### src/rtl/drbc_pkg.sv
// ----------------------------------------------------------------------------
// drbc_pkg
// shared types and constants for the relaxed body canonicaliser
// ----------------------------------------------------------------------------
package drbc_pkg;

  localparam logic [7:0] CH_CR  = 8'h0D;
  localparam logic [7:0] CH_LF  = 8'h0A;
  localparam logic [7:0] CH_TAB = 8'h09;
  localparam logic [7:0] CH_SP  = 8'h20;

  localparam int CNT_W = 32;

  localparam logic [0:0] REQ_BYTE = 1'b0;
  localparam logic [0:0] REQ_EOB  = 1'b1;

  localparam logic [0:0] KIND_BYTE = 1'b0;
  localparam logic [0:0] KIND_RUN  = 1'b1;

  // result steps of one command, lowest bit goes first
  localparam int STEP_N = 5;
  localparam logic [STEP_N-1:0] STEP_RUN  = 5'b00001;
  localparam logic [STEP_N-1:0] STEP_SP   = 5'b00010;
  localparam logic [STEP_N-1:0] STEP_CR   = 5'b00100;
  localparam logic [STEP_N-1:0] STEP_BYTE = 5'b01000;
  localparam logic [STEP_N-1:0] STEP_FIN  = 5'b10000;

  // queue geometry
  localparam int Q_DEPTH = 2;
  localparam int Q_PTR_W = 1;
  localparam int Q_CNT_W = 2;

  typedef struct packed {
    logic [STEP_N-1:0] steps;
    logic [CNT_W-1:0]  run_cnt;
    logic [7:0]        data;
  } drbc_cmd_t;

  typedef struct packed {
    logic full;
    logic empty;
  } drbc_qstat_t;

endpackage

### src/rtl/drbc_in_if.sv
// ----------------------------------------------------------------------------
// drbc_in_if
// raw body word channel
// ----------------------------------------------------------------------------
interface drbc_in_if;
  logic       valid;
  logic       ready;
  logic       req_type;
  logic [7:0] in_byte;

  modport source (output valid, output req_type, output in_byte, input ready);
  modport sink   (input valid, input req_type, input in_byte, output ready);
endinterface

### src/rtl/drbc_out_if.sv
// ----------------------------------------------------------------------------
// drbc_out_if
// canonical body result channel
// ----------------------------------------------------------------------------
interface drbc_out_if;
  logic        valid;
  logic        ready;
  logic        kind;
  logic [7:0]  out_byte;
  logic [31:0] crlf_pairs;
  logic        last;

  modport source (output valid, output kind, output out_byte, output crlf_pairs,
                  output last, input ready);
  modport sink   (input valid, input kind, input out_byte, input crlf_pairs,
                  input last, output ready);
endinterface

### src/rtl/drbc_front.sv
// ----------------------------------------------------------------------------
// drbc_front
// classifies body words, tracks line state and issues result commands
// ----------------------------------------------------------------------------
module drbc_front (
  input  logic                clk,
  input  logic                rst_n,
  input  logic                fire,
  input  logic                req_type,
  input  logic [7:0]          in_byte,
  output logic                push,
  output drbc_pkg::drbc_cmd_t cmd
);
  import drbc_pkg::*;

  logic             pend_space_r, pend_space_nxt;
  logic             pend_cr_r, pend_cr_nxt;
  logic [CNT_W-1:0] defer_r, defer_nxt;

  logic is_eob, is_lf, is_cr, is_ws, byte_content, flush_cr, any_content;

  always_comb begin
    is_eob       = (req_type == REQ_EOB);
    is_lf        = !is_eob && (in_byte == CH_LF);
    is_cr        = !is_eob && (in_byte == CH_CR);
    is_ws        = !is_eob && ((in_byte == CH_SP) || (in_byte == CH_TAB));
    byte_content = !is_eob && !is_lf && !is_cr && !is_ws;
    flush_cr     = pend_cr_r && !is_lf;
    any_content  = flush_cr || byte_content;

    cmd.steps   = '0;
    cmd.run_cnt = defer_r;
    cmd.data    = in_byte;
    if (any_content && (defer_r != '0)) begin
      cmd.steps = cmd.steps | STEP_RUN;
    end
    if (any_content && pend_space_r) begin
      cmd.steps = cmd.steps | STEP_SP;
    end
    if (flush_cr) begin
      cmd.steps = cmd.steps | STEP_CR;
    end
    if (byte_content) begin
      cmd.steps = cmd.steps | STEP_BYTE;
    end
    if (is_eob) begin
      cmd.steps = cmd.steps | STEP_FIN;
    end
    push = fire && (cmd.steps != '0);

    if (is_eob) begin
      pend_space_nxt = 1'b0;
      pend_cr_nxt    = 1'b0;
      defer_nxt      = '0;
    end else begin
      pend_cr_nxt    = is_cr;
      pend_space_nxt = is_ws || (pend_space_r && !any_content && !is_lf);
      if (is_lf) begin
        defer_nxt = (defer_r == '1) ? defer_r : defer_r + CNT_W'(1);
      end else if (any_content) begin
        defer_nxt = '0;
      end else begin
        defer_nxt = defer_r;
      end
    end
  end

  always_ff @(posedge clk) begin
    if (!rst_n) begin
      pend_space_r <= 1'b0;
      pend_cr_r    <= 1'b0;
      defer_r      <= '0;
    end else if (fire) begin
      pend_space_r <= pend_space_nxt;
      pend_cr_r    <= pend_cr_nxt;
      defer_r      <= defer_nxt;
    end
  end
endmodule

### src/rtl/drbc_queue.sv
// ----------------------------------------------------------------------------
// drbc_queue
// short command queue between front and back
// ----------------------------------------------------------------------------
module drbc_queue (
  input  logic                 clk,
  input  logic                 rst_n,
  input  logic                 push,
  input  drbc_pkg::drbc_cmd_t  push_cmd,
  input  logic                 pop,
  output drbc_pkg::drbc_cmd_t  head,
  output drbc_pkg::drbc_qstat_t stat
);
  import drbc_pkg::*;

  drbc_cmd_t          slot_r [Q_DEPTH];
  logic [Q_PTR_W-1:0] wr_ptr_r, rd_ptr_r;
  logic [Q_CNT_W-1:0] cnt_r;

  assign stat.full  = (cnt_r == Q_CNT_W'(Q_DEPTH));
  assign stat.empty = (cnt_r == '0);
  assign head       = slot_r[rd_ptr_r];

  always_ff @(posedge clk) begin
    if (push) begin
      slot_r[wr_ptr_r] <= push_cmd;
    end
  end

  always_ff @(posedge clk) begin
    if (!rst_n) begin
      wr_ptr_r <= '0;
      rd_ptr_r <= '0;
      cnt_r    <= '0;
    end else begin
      if (push) begin
        wr_ptr_r <= wr_ptr_r + Q_PTR_W'(1);
      end
      if (pop) begin
        rd_ptr_r <= rd_ptr_r + Q_PTR_W'(1);
      end
      case ({push, pop})
        2'b10:   cnt_r <= cnt_r + Q_CNT_W'(1);
        2'b01:   cnt_r <= cnt_r - Q_CNT_W'(1);
        default: cnt_r <= cnt_r;
      endcase
    end
  end
endmodule

### src/rtl/drbc_back.sv
// ----------------------------------------------------------------------------
// drbc_back
// expands queued commands into result words through an output register
// ----------------------------------------------------------------------------
module drbc_back (
  input  logic                  clk,
  input  logic                  rst_n,
  input  drbc_pkg::drbc_cmd_t   head,
  input  drbc_pkg::drbc_qstat_t stat,
  output logic                  pop,
  drbc_out_if.source            out_ch
);
  import drbc_pkg::*;

  logic [STEP_N-1:0] done_r, pend, sel;
  logic              out_valid_r;
  logic              kind_r, last_r;
  logic [7:0]        byte_r;
  logic [CNT_W-1:0]  pairs_r;
  logic              load;
  logic              kind_nxt, last_nxt;
  logic [7:0]        byte_nxt;
  logic [CNT_W-1:0]  pairs_nxt;

  always_comb begin
    load = !stat.empty && (!out_valid_r || out_ch.ready);
    pend = head.steps & ~done_r;
    sel  = pend & (~pend + STEP_N'(1));
    pop  = load && ((pend & ~sel) == '0);

    kind_nxt  = KIND_BYTE;
    last_nxt  = 1'b0;
    byte_nxt  = '0;
    pairs_nxt = '0;
    unique case (sel)
      STEP_RUN: begin
        kind_nxt  = KIND_RUN;
        pairs_nxt = head.run_cnt;
      end
      STEP_SP:   byte_nxt = CH_SP;
      STEP_CR:   byte_nxt = CH_CR;
      STEP_BYTE: byte_nxt = head.data;
      STEP_FIN: begin
        kind_nxt  = KIND_RUN;
        pairs_nxt = CNT_W'(1);
        last_nxt  = 1'b1;
      end
      default: begin
        kind_nxt = KIND_BYTE;
      end
    endcase
  end

  always_ff @(posedge clk) begin
    if (!rst_n) begin
      done_r      <= '0;
      out_valid_r <= 1'b0;
    end else begin
      if (load) begin
        done_r      <= pop ? '0 : (done_r | sel);
        out_valid_r <= 1'b1;
      end else if (out_ch.ready) begin
        out_valid_r <= 1'b0;
      end
    end
  end

  always_ff @(posedge clk) begin
    if (load) begin
      kind_r  <= kind_nxt;
      last_r  <= last_nxt;
      byte_r  <= byte_nxt;
      pairs_r <= pairs_nxt;
    end
  end

  assign out_ch.valid      = out_valid_r;
  assign out_ch.kind       = kind_r;
  assign out_ch.last       = last_r;
  assign out_ch.out_byte   = byte_r;
  assign out_ch.crlf_pairs = pairs_r;
endmodule

### src/rtl/dkim_relaxed_body_canon.sv
// ----------------------------------------------------------------------------
// dkim_relaxed_body_canon
// relaxed body canonicaliser: raw body words in, canonical body words out
// ----------------------------------------------------------------------------
//   channel  | dir | payload                            | handshake
//   in_ch    | in  | req_type, in_byte                  | valid / ready
//   out_ch   | out | kind, out_byte, crlf_pairs, last   | valid / ready
//
// one input word per cycle while in_ch.ready is high; each result word is
// held in the output register until taken, so a word giving k results holds
// the back end until all k are out; a two-entry command queue absorbs this,
// and in_ch.ready drops only while the queue is full
// words that give no result (line ends, whitespace, a held cr) skip the queue
// rst_n is synchronous and clears line state, queue and output register
// ----------------------------------------------------------------------------
module dkim_relaxed_body_canon (
  input  logic       clk,
  input  logic       rst_n,
  drbc_in_if.sink    in_ch,
  drbc_out_if.source out_ch
);
  import drbc_pkg::*;

  drbc_cmd_t   cmd, head;
  drbc_qstat_t stat;
  logic        fire, push, pop;

  assign in_ch.ready = !stat.full;
  assign fire        = in_ch.valid && in_ch.ready;

  drbc_front u_front (
    .clk      (clk),
    .rst_n    (rst_n),
    .fire     (fire),
    .req_type (in_ch.req_type),
    .in_byte  (in_ch.in_byte),
    .push     (push),
    .cmd      (cmd)
  );

  drbc_queue u_queue (
    .clk      (clk),
    .rst_n    (rst_n),
    .push     (push),
    .push_cmd (cmd),
    .pop      (pop),
    .head     (head),
    .stat     (stat)
  );

  drbc_back u_back (
    .clk    (clk),
    .rst_n  (rst_n),
    .head   (head),
    .stat   (stat),
    .pop    (pop),
    .out_ch (out_ch)
  );
endmodule
### src/flat_wrapper.sv
// flat-port wrapper written by rule: the top's interface ports become plain ports
module dkim_relaxed_body_canon_flat import drbc_pkg::*;
  (clk, rst_n, in_ch_valid, in_ch_req_type, in_ch_in_byte, in_ch_ready, out_ch_valid, out_ch_kind, out_ch_out_byte, out_ch_crlf_pairs, out_ch_last, out_ch_ready);
  drbc_in_if in_ch_i ();
  drbc_out_if out_ch_i ();
  input  logic clk;
  input  logic rst_n;
  input wire logic [$bits(in_ch_i.valid)-1:0] in_ch_valid;
  input wire logic [$bits(in_ch_i.req_type)-1:0] in_ch_req_type;
  input wire logic [$bits(in_ch_i.in_byte)-1:0] in_ch_in_byte;
  output wire logic [$bits(in_ch_i.ready)-1:0] in_ch_ready;
  output wire logic [$bits(out_ch_i.valid)-1:0] out_ch_valid;
  output wire logic [$bits(out_ch_i.kind)-1:0] out_ch_kind;
  output wire logic [$bits(out_ch_i.out_byte)-1:0] out_ch_out_byte;
  output wire logic [$bits(out_ch_i.crlf_pairs)-1:0] out_ch_crlf_pairs;
  output wire logic [$bits(out_ch_i.last)-1:0] out_ch_last;
  input wire logic [$bits(out_ch_i.ready)-1:0] out_ch_ready;
  assign in_ch_i.valid = in_ch_valid;
  assign in_ch_i.req_type = in_ch_req_type;
  assign in_ch_i.in_byte = in_ch_in_byte;
  assign in_ch_ready = in_ch_i.ready;
  assign out_ch_valid = out_ch_i.valid;
  assign out_ch_kind = out_ch_i.kind;
  assign out_ch_out_byte = out_ch_i.out_byte;
  assign out_ch_crlf_pairs = out_ch_i.crlf_pairs;
  assign out_ch_last = out_ch_i.last;
  assign out_ch_i.ready = out_ch_ready;
  dkim_relaxed_body_canon u_core (.clk(clk), .rst_n(rst_n), .in_ch(in_ch_i), .out_ch(out_ch_i));
endmodule
### config.mk
export PLATFORM = sky130hd
export DESIGN_NAME = dkim_relaxed_body_canon_flat
export DESIGN_NICKNAME = d
export VERILOG_FILES = /design/src/rtl/drbc_pkg.sv /design/src/rtl/drbc_in_if.sv /design/src/rtl/drbc_out_if.sv /design/src/rtl/drbc_front.sv /design/src/rtl/drbc_queue.sv /design/src/rtl/drbc_back.sv /design/src/rtl/dkim_relaxed_body_canon.sv /design/src/flat_wrapper.sv
export SDC_FILE = /design/constraint.sdc
export NUM_CORES = 1
export LEC_CHECK = 0
export BUFFER_PORTS_ARGS = -buffer_cell sky130_fd_sc_hd__buf_2
export CORE_ASPECT_RATIO = 0.5
export CORE_MARGIN = 1.5
export CORE_UTILIZATION = 53
export CTS_CLUSTER_SIZE = 24
export DETAILED_ROUTE_END_ITERATION = 6
export GPL_TIMING_DRIVEN = 0
export HOLD_SLACK_MARGIN = 0.12
export PLACE_DENSITY_LB_ADDON = 0.1
export SLEW_MARGIN = 30
export SYNTH_ARGS = -nofsm -noshare
export SYNTH_HDL_FRONTEND = slang
export SYNTH_SLANG_ARGS = --single-unit
### constraint.sdc
create_clock -name clk -period 4.71 [get_ports clk]
set_clock_uncertainty 0.05 [all_clocks]
set_input_delay 1.413 -clock clk [delete_from_list [all_inputs] [get_ports clk]]
set_output_delay 1.413 -clock clk [all_outputs]
set_load 0.1 [all_outputs]
# Word level (Yosys, flattened, before mapping)
# Memory sizes are Yosys's and may differ from the RTL's. A register that Yosys moved wholly into a read port is not among the register bits.
# Cells that the tools add are included.
[word_totals] ff_bits=86 latch_bits=0 ram_bits=90 mem_bits_ro=0 in_bits=13 out_inout_bits=44 memories=1
[memory_table] name="u_core.u_queue.slot_r" depth=2 word_bits=45 rd=1 rd_ports_with_merged_regs=1 write_ports=1 line="drbc_queue.sv:16" rtl="drbc_cmd_t slot_r [Q_DEPTH];"
[classes] addsub=6 mul=0 div_mod_pow=0 magnitude_cmp=0 eq_ne=14 shift=0 muxes=23 bitwise=7 reduce_logical=36
[ops] cell="$mux 32" count=4
[ops] cell="$pmux 32 s2" count=1
[ops] cell="$add 32x1->32 const B" count=1
[ops] cell="$eq 32x32->1 const B" count=1
[ops] cell="$reduce_bool 32->1" count=1
[ops] cell="$eq 8x4->1 const B" count=3
[ops] cell="$pmux 8 s3" count=1
[ops] cell="$and 5x5->5" count=3
[ops] cell="$logic_and 1x1->1" count=15
[ops] cell="$not 5->5" count=3
[ops] cell="$mux 1" count=11
[ops] cell="$mux 5" count=2
[ops] cell="$eq 8x6->1 const B" count=1
[ops] cell="$logic_not 1->1" count=8
[ops] cell="$add 5x1->5 const B" count=1
[ops] cell="$eq 5x1->1 const B" count=1
[ops] cell="$eq 5x2->1 const B" count=1
[ops] cell="$eq 5x3->1 const B" count=1
[ops] cell="$eq 5x4->1 const B" count=1
[ops] cell="$eq 5x5->1 const B" count=1
[ops] cell="$logic_not 5->1" count=1
[ops] cell="$or 5x5->5" count=1
[ops] cell="$reduce_bool 5->1" count=1
[ops] cell="$eq 2x2->1 const B" count=2
[ops] cell="15 further kinds" count=20

# Longest topological paths before layout
[depth] word_depth=17 ltp_mapped=9 depth_no_buf=8

# Hierarchy
# Synthesis repeated with hierarchy kept, for this count alone.
[hier_totals] cells_unflattened=580 hier_area_um2=7616.1
[by_module_without_submodules] module="drbc_queue" n_inst=1 cells_each=162 area_per_inst_um2=3450.8 seq_area_each_um2=2802.7
[by_module_without_submodules] module="drbc_front" n_inst=1 cells_each=288 area_per_inst_um2=2243.4 seq_area_each_um2=680.7
[by_module_without_submodules] module="drbc_back" n_inst=1 cells_each=128 area_per_inst_um2=1911.8 seq_area_each_um2=1381.3
[by_module_without_submodules] module="dkim_relaxed_body_canon" n_inst=1 cells_each=2 area_per_inst_um2=10.0 seq_area_each_um2=0.0

# Worst setup path before layout
# Ideal clock, no wire load.
[synth_timing] path_kind="input port to flip-flop" startpoint="input in_ch_in_byte[3]" endpoint="memory u_core.u_queue.slot_r[0][0] (netlist bit), enable pin" arrival_time_ns=4.329 required_time_ns=4.211 setup_slack_ns=-0.118 path_stages=6 path_buffers=1 path_cell_list="or3b_4 or4_1 o211a_1 buf_1 nand2_1 nor2_1"
[synth_via] elab_chain_len=17
[synth_lines] item="from (decl)" line="flat_wrapper.sv:10" rtl="input wire logic [$bits(in_ch_i.in_byte)-1:0] in_ch_in_byte;"
[synth_lines] item="$eq 8x4->1" line="drbc_front.sv:24" rtl="is_lf = !is_eob && (in_byte == CH_LF);"
[synth_lines] item="$logic_and 1x1->1" line="drbc_front.sv:24"
[synth_lines] item="$logic_not 1->1" line="drbc_front.sv:27, drbc_front.sv:28"
[synth_lines] item="$logic_and 1x1->1 (3 in a row)" line="drbc_front.sv:27" rtl="byte_content = !is_eob && !is_lf && !is_cr && !is_ws;"
[synth_lines] item="$logic_or 1x1->1" line="drbc_front.sv:29" rtl="any_content = flush_cr || byte_content;"
[synth_lines] item="$logic_and 1x1->1" line="drbc_front.sv:34" rtl="if (any_content && (defer_r != '0)) begin"
[synth_lines] item="$mux 1" line="drbc_front.sv:34"
[synth_lines] item="$mux 2" line="drbc_front.sv:37" rtl="if (any_content && pend_space_r) begin"
[synth_lines] item="$mux 3" line="drbc_front.sv:40" rtl="if (flush_cr) begin"
[synth_lines] item="$mux 4 (*)" line="drbc_front.sv:43" rtl="if (byte_content) begin"
[synth_lines] item="$mux 5 (*)" line="drbc_front.sv:46" rtl="if (is_eob) begin"
[synth_lines] item="$reduce_bool 5->1 (*)" line="drbc_front.sv:49" rtl="push = fire && (cmd.steps != '0);"
[synth_lines] item="$logic_and 1x1->1 (*)" line="drbc_front.sv:49"
[synth_lines] item="$mux 1 (*)" line="drbc_queue.sv:25" rtl="if (push) begin"
[synth_lines] item="$mux 1 (implied by the code) (*)" line="drbc_queue.sv:26" rtl="slot_r[wr_ptr_r] <= push_cmd;"
[synth_lines] item="to (decl)" line="drbc_queue.sv:16"
# Every way passes the cells marked *; elsewhere a longest branch is shown, timed or not.

# Final worst setup path
[layout_timing] startpoint="input in_ch_in_byte[4]" endpoint="register u_core.u_queue.cnt_r[1]"
[layout_via] elab_chain_len=17
[layout_lines] item="$eq 8x4->1" line="drbc_front.sv:24"
[layout_lines] item="$logic_and 1x1->1" line="drbc_front.sv:24"
[layout_lines] item="$logic_not 1->1" line="drbc_front.sv:27, drbc_front.sv:28"
[layout_lines] item="$logic_and 1x1->1 (3 in a row)" line="drbc_front.sv:27"
[layout_lines] item="$logic_or 1x1->1" line="drbc_front.sv:29"
[layout_lines] item="$logic_and 1x1->1" line="drbc_front.sv:34"
[layout_lines] item="$mux 1" line="drbc_front.sv:34"
[layout_lines] item="$mux 2" line="drbc_front.sv:37"
[layout_lines] item="$mux 3" line="drbc_front.sv:40"
[layout_lines] item="$mux 4 (*)" line="drbc_front.sv:43"
[layout_lines] item="$mux 5 (*)" line="drbc_front.sv:46"
[layout_lines] item="$reduce_bool 5->1 (*)" line="drbc_front.sv:49"
[layout_lines] item="$logic_and 1x1->1 (*)" line="drbc_front.sv:49"
[layout_lines] item="$eq 2x1->1 / $eq 2x2->1 (equally long branches)" line="drbc_queue.sv:42" rtl="case ({push, pop})"
[layout_lines] item="$pmux 2 s2 / $reduce_bool 2->1 (equally long branches)"
[layout_lines] item="to (signal assigned)" line="drbc_queue.sv:43" rtl="2'b10: cnt_r <= cnt_r + Q_CNT_W'(1);"
[layout_lines] item="to (signal assigned)" line="drbc_queue.sv:44" rtl="2'b01: cnt_r <= cnt_r - Q_CNT_W'(1);"
[layout_lines] item="to (signal assigned)" line="drbc_queue.sv:45" rtl="default: cnt_r <= cnt_r;"
[layout_lines] item="to (decl)" line="drbc_queue.sv:18" rtl="logic [Q_CNT_W-1:0] cnt_r;"
# Marked as above.
# A chain may end at the register's enable or synchronous reset.

==> results <==
- In the routed design, unresolved DRC markers number 4.
- The residual overflow from global routing is 0.
- For the worst setup path, the data required time is around 5000 ps.
- Dividing the detail-routed wire length by the instance count gives about 18 um.
- The via count is between 4000 and 5000.
- Setup violations remaining at the end of the flow were counted as 0.
- The type of element capturing the critical path is a flip-flop.
- Across the whole layout, storage elements account for just under 5000 um^2.
- The first global-routing pass estimated 22.2 mm of wire.
- The register-to-register setup slack is between 1000 and 1500 ps.
- The final count of pins violating max slew is 0.
- The synthesized instance count is 526.
- The number of nets still failing antenna checks after routing is 0.
- Buffers inserted to repair hold after CTS numbered 0.
- The arrival time at the worst endpoint is 4170 ps.
- The worst setup path is launched from an input pin.
- In the final layout, the share of cells above drive strength 1 is between 15 and 20%.
- Setup repair after global routing left no endpoint under its margin.
- After clock tree synthesis, the clock-pin slew on the worst setup and hold paths is 60 ps.
- The predominant post-synthesis flop cell is edfxtp_1.
- Of the total power, the share spent switching nets is 43.7%.
- Summed over all cells, the static leakage comes to 2.82 nW.
- The initial antenna violation count is 0.
- After layout, the design draws a total of 0.00577 W.
- The number of nets produced by synthesis is about 540.
- The antenna cell count is 0.
- At the end of the flow the core is filled with cells to 64.3%.
- The critical path class is in -> reg.
- The share of total power dissipated in the clock network is 25.0%.
- The maximum buffer depth of the clock tree is 2.
- The number of filler cells placed in the layout is between 900 and 1000.
- The effective utilization at floorplan is between 50% and 60%.
- The first routing iteration left around 370 violations.
- The share of total power in sequential cells is between 30% and 40%.
- In this run the tool buffered the top-level ports with 56 buffer cells.
- Counting flops with an async set or reset pin after synthesis yields a share of 0%.
- Summing all placed instances gives a cell area of around 7700 um^2.
- Measured along the x axis, the die boundary spans 166 um.
- In this run the critical register-to-register path is captured at u_core.u_queue.cnt_r[1].
- The routed design has between 10 and 15 mm of wire.
- The CTS tree is yes.
- The worst min-delay path class is reg -> reg.
- The worst-case reg-to-reg path depth is 8.
- The max-capacitance violation count is 0.
- The combinational fraction of design power is between 30% and 40%.
- The post-route cell area is 8260 um^2.
- At the pin with the least slew margin, the transition time is 837 ps.
- Routability-driven placement finished with a final weighted congestion of ~0.8.
- After floorplanning, the core was divided into 29 placement rows.
- In this run, CTS created clock tree buffers numbering 17.
- The final clock period utilization by the worst path is 82.5%.
- The number of global-route vias before repair came to 4198.
- The final count of hold timing violations is 0.
- For this design, the sink count on the clock tree is between 150 and 200.
- The estimated wirelength of the detail-placed design is approximately 9.0 mm.
- The design internal power is ~0.0032 W.
- Counting distinct cell types in the post-synthesis netlist gives 57.
- The via count normalized by instance count is between 5 and 6.
- The H-tree was split into 4 levels.
- 57 I/O pins were placed.
- The area of the die is 14100 um^2.
- The multi-input combinational cell area is between 2000 and 2500 um^2.
- The count of synthesis-stage warnings from yosys is 0.
- For the worst-skew pair, the clock arrives at the later sink with an insertion delay of 420 ps.
- Compared with the post-synthesis result, the final layout area differs by 16.9%.
- The placeable core area is ~13000 um^2.
- The final reports fail on design-rule violations.
- The run finished, with violations left.
- Measured along the y axis, the die boundary spans between 80 and 90 um.
- The power per cell area is roughly 700 nW/um^2.
- The largest net degree at the start of global routing is 46.
- The number of buffers inserted by post-CTS setup repair is 0.
- The number of instances resized during post-cts repair is 0.
- The global routing usage summed across all routing layers is about a fifth.
- For this design the total switching power over the nets is about 0.0025 W.
- The worst hold path terminates at u_core.u_back.done_r[1].
- For the finished layout, the period the worst path requires is 3880 ps.
- The cell area that synthesis handed to floorplanning was between 7000 and 8000 um^2.
- The clock tree root buffer cell is clkbuf_16.
- The launch point of the worst hold path is u_core.u_back.done_r[1].
- The largest driver fanout on the critical path is 10.
- For this run, the top clock speed supported by timing is 0.257 GHz.
- Before antenna repair, the detailed router went through 7 iterations.
- For this run, the post-layout net count is about 620.
- The worst slew margin relative to its limit is 44.2%.
- The number of flops mapped to enable cells by yosys is between 100 and 150.
- Counting flops and latches in the post-synthesis netlist gives between 150 and 200.
- The worst hold path passes through 2 cells.
- IR analysis of the VDD net gives a maximum drop of 0.446 mV.
- The sequential element share of the synthesized area is between 60% and 70%.
- In this run the mean area of a mapped cell was 13.4 um^2.
worst max-delay path: stages:
cell,delay (ps)
buf_2,110
or3_4,430
a2111o_1,490
o211a_1,320
buf_1,260
nand2_1,260
ha_1,300
or3_1,380
a21boi_0,200
registers in the layout, summed over array words and instances, names as in the netlist, named ones only:
name / flops
u_core.u_front.defer_r: 32
u_core.u_back.out_ch.valid: 1
u_core.u_queue.wr_ptr_r: 1
u_core.u_back.out_ch.kind: 1
u_core.u_queue.slot_r: 90
u_core.u_back.done_r: 5
u_core.u_front.pend_space_r: 1
u_core.u_back.out_ch.out_byte: 8
u_core.u_front.pend_cr_r: 1
u_core.u_back.out_ch.last: 1
u_core.u_queue.cnt_r: 2
u_core.u_back.out_ch.crlf_pairs: 32
u_core.u_queue.rd_ptr_r: 1
routing by layer:
layer  vias up  wire (um)  GRT usage (%)
li1       2151          -              -
met1      2159       7130           31.4
met2       106       5970           31.0
met3        11        597           3.82
met4         0        117           7.19
met5         -          0              0
worst max path at each step:
| stage | startpoint | end | slack, ps | depth (start not counted) |
|---|---|---|---|---|
| 3_3_place_gp | in_ch_in_byte[5] | u_core.u_queue.slot_r[0][19] | -610 | 7 |
| 6_report | in_ch_in_byte[4] | u_core.u_queue.cnt_r[1] | 830 | 9 |
| 3_5_place_dp | in_ch_in_byte[4] | u_core.u_queue.cnt_r[1] | 430 | 9 |
| 2_1_floorplan | in_ch_in_byte[3] | u_core.u_queue.slot_r[0][0] | 630 | 6 |
| 5_1_grt | in_ch_in_byte[0] | u_core.u_queue.cnt_r[1] | 670 | 9 |
| 4_1_cts | in_ch_in_byte[4] | u_core.u_queue.cnt_r[1] | 850 | 9 |
area by class of cell:
class                           instances  share of cell area, %
Timing Repair Buffer                   60                   4.33
Sequential cell                       177                   58.9
Buffer                                 20                   1.21
Clock inverter                         14                   2.15
Multi-Input combinational cell        322                   25.3
Inverter                                7                  0.348
Tap cell                              170                   2.57
Clock buffer                           18                   5.19
logic make-up after synthesis:
kind of cell / synth area share, %
flip-flops: 68.8
buffers and inverters: 1.79
adder cells (fa/ha/maj): 0.673
XOR/XNOR: 1.73
AND/OR/NAND/NOR: 13.9
AO/OA/AOI/OAI: 6.67
multiplexers: 6.37
power by group through the flow:
stage / logic, W / clock network [W] / registers, W
after global routing: 0.00224 / 0.00152 / 0.00220
after detailed placement: 0.00217 / 0 / 0.00220
after CTS: 0.00217 / 0.00146 / 0.00217
after global placement: 0.00211 / 0 / 0.00221
after floorplan: 0.000459 / 0 / 0.00354
final: 0.00216 / 0.00145 / 0.00217
cells in the mapped netlist, types with 4 or more instances:
cell	instances	area, um^2
and3_1	5	31.3
or4_1	9	67.6
dfxtp_1	45	901
mux2i_1	45	450
edfxtp_1	132	3960
o21ai_0	18	90.1
nand3_1	10	50.1
o2111ai_1	5	43.8
clkbuf_1	12	45.0
and2_1	9	56.3
nand2_1	28	105
xor2_1	11	96.3
or3_1	16	100
nor4_1	7	43.8
nor3_1	4	20.0
inv_1	7	26.3
nand4_1	9	56.3
a21oi_1	16	80.1
o21a_1	4	30.0
nor2_1	67	251
o211ai_1	6	45.0
cells in the final DEF (no fill, tap or decap), drive strengths merged, types with 3 or more instances in the layout:
| cell | n |
|---|---|
| nor2 | 67 |
| dfxtp | 45 |
| edfxtp | 132 |
| and2 | 10 |
| nand4 | 9 |
| nand3b | 3 |
| clkbuf | 30 |
| or3 | 18 |
| nor4 | 7 |
| o31ai | 3 |
| or2 | 3 |
| mux2i | 45 |
| buf | 68 |
| nand3 | 10 |
| clkinv | 5 |
| or4 | 10 |
| o211ai | 8 |
| nand2 | 28 |
| ha | 3 |
| nor3 | 4 |
| a31oi | 3 |
| xnor2 | 3 |
| o21ai | 22 |
| xor2 | 11 |
| o2111ai | 5 |
| a21oi | 17 |
| and3 | 5 |
| bufinv | 3 |
| inv | 11 |
| o21a | 4 |
| nand2b | 3 |
stage by stage:
step	setup slack, ps	TNS, ps	cells	hold WS [ps]
5_1_grt	673	0	788	458
3_3_place_gp	-612	-39600	752	398
3_5_place_dp	432	0	756	408
4_1_cts	854	0	788	424
2_1_floorplan	632	0	526	387
6_report	826	0	788	429
No activity file was read; power rests on OpenSTA's default activity.
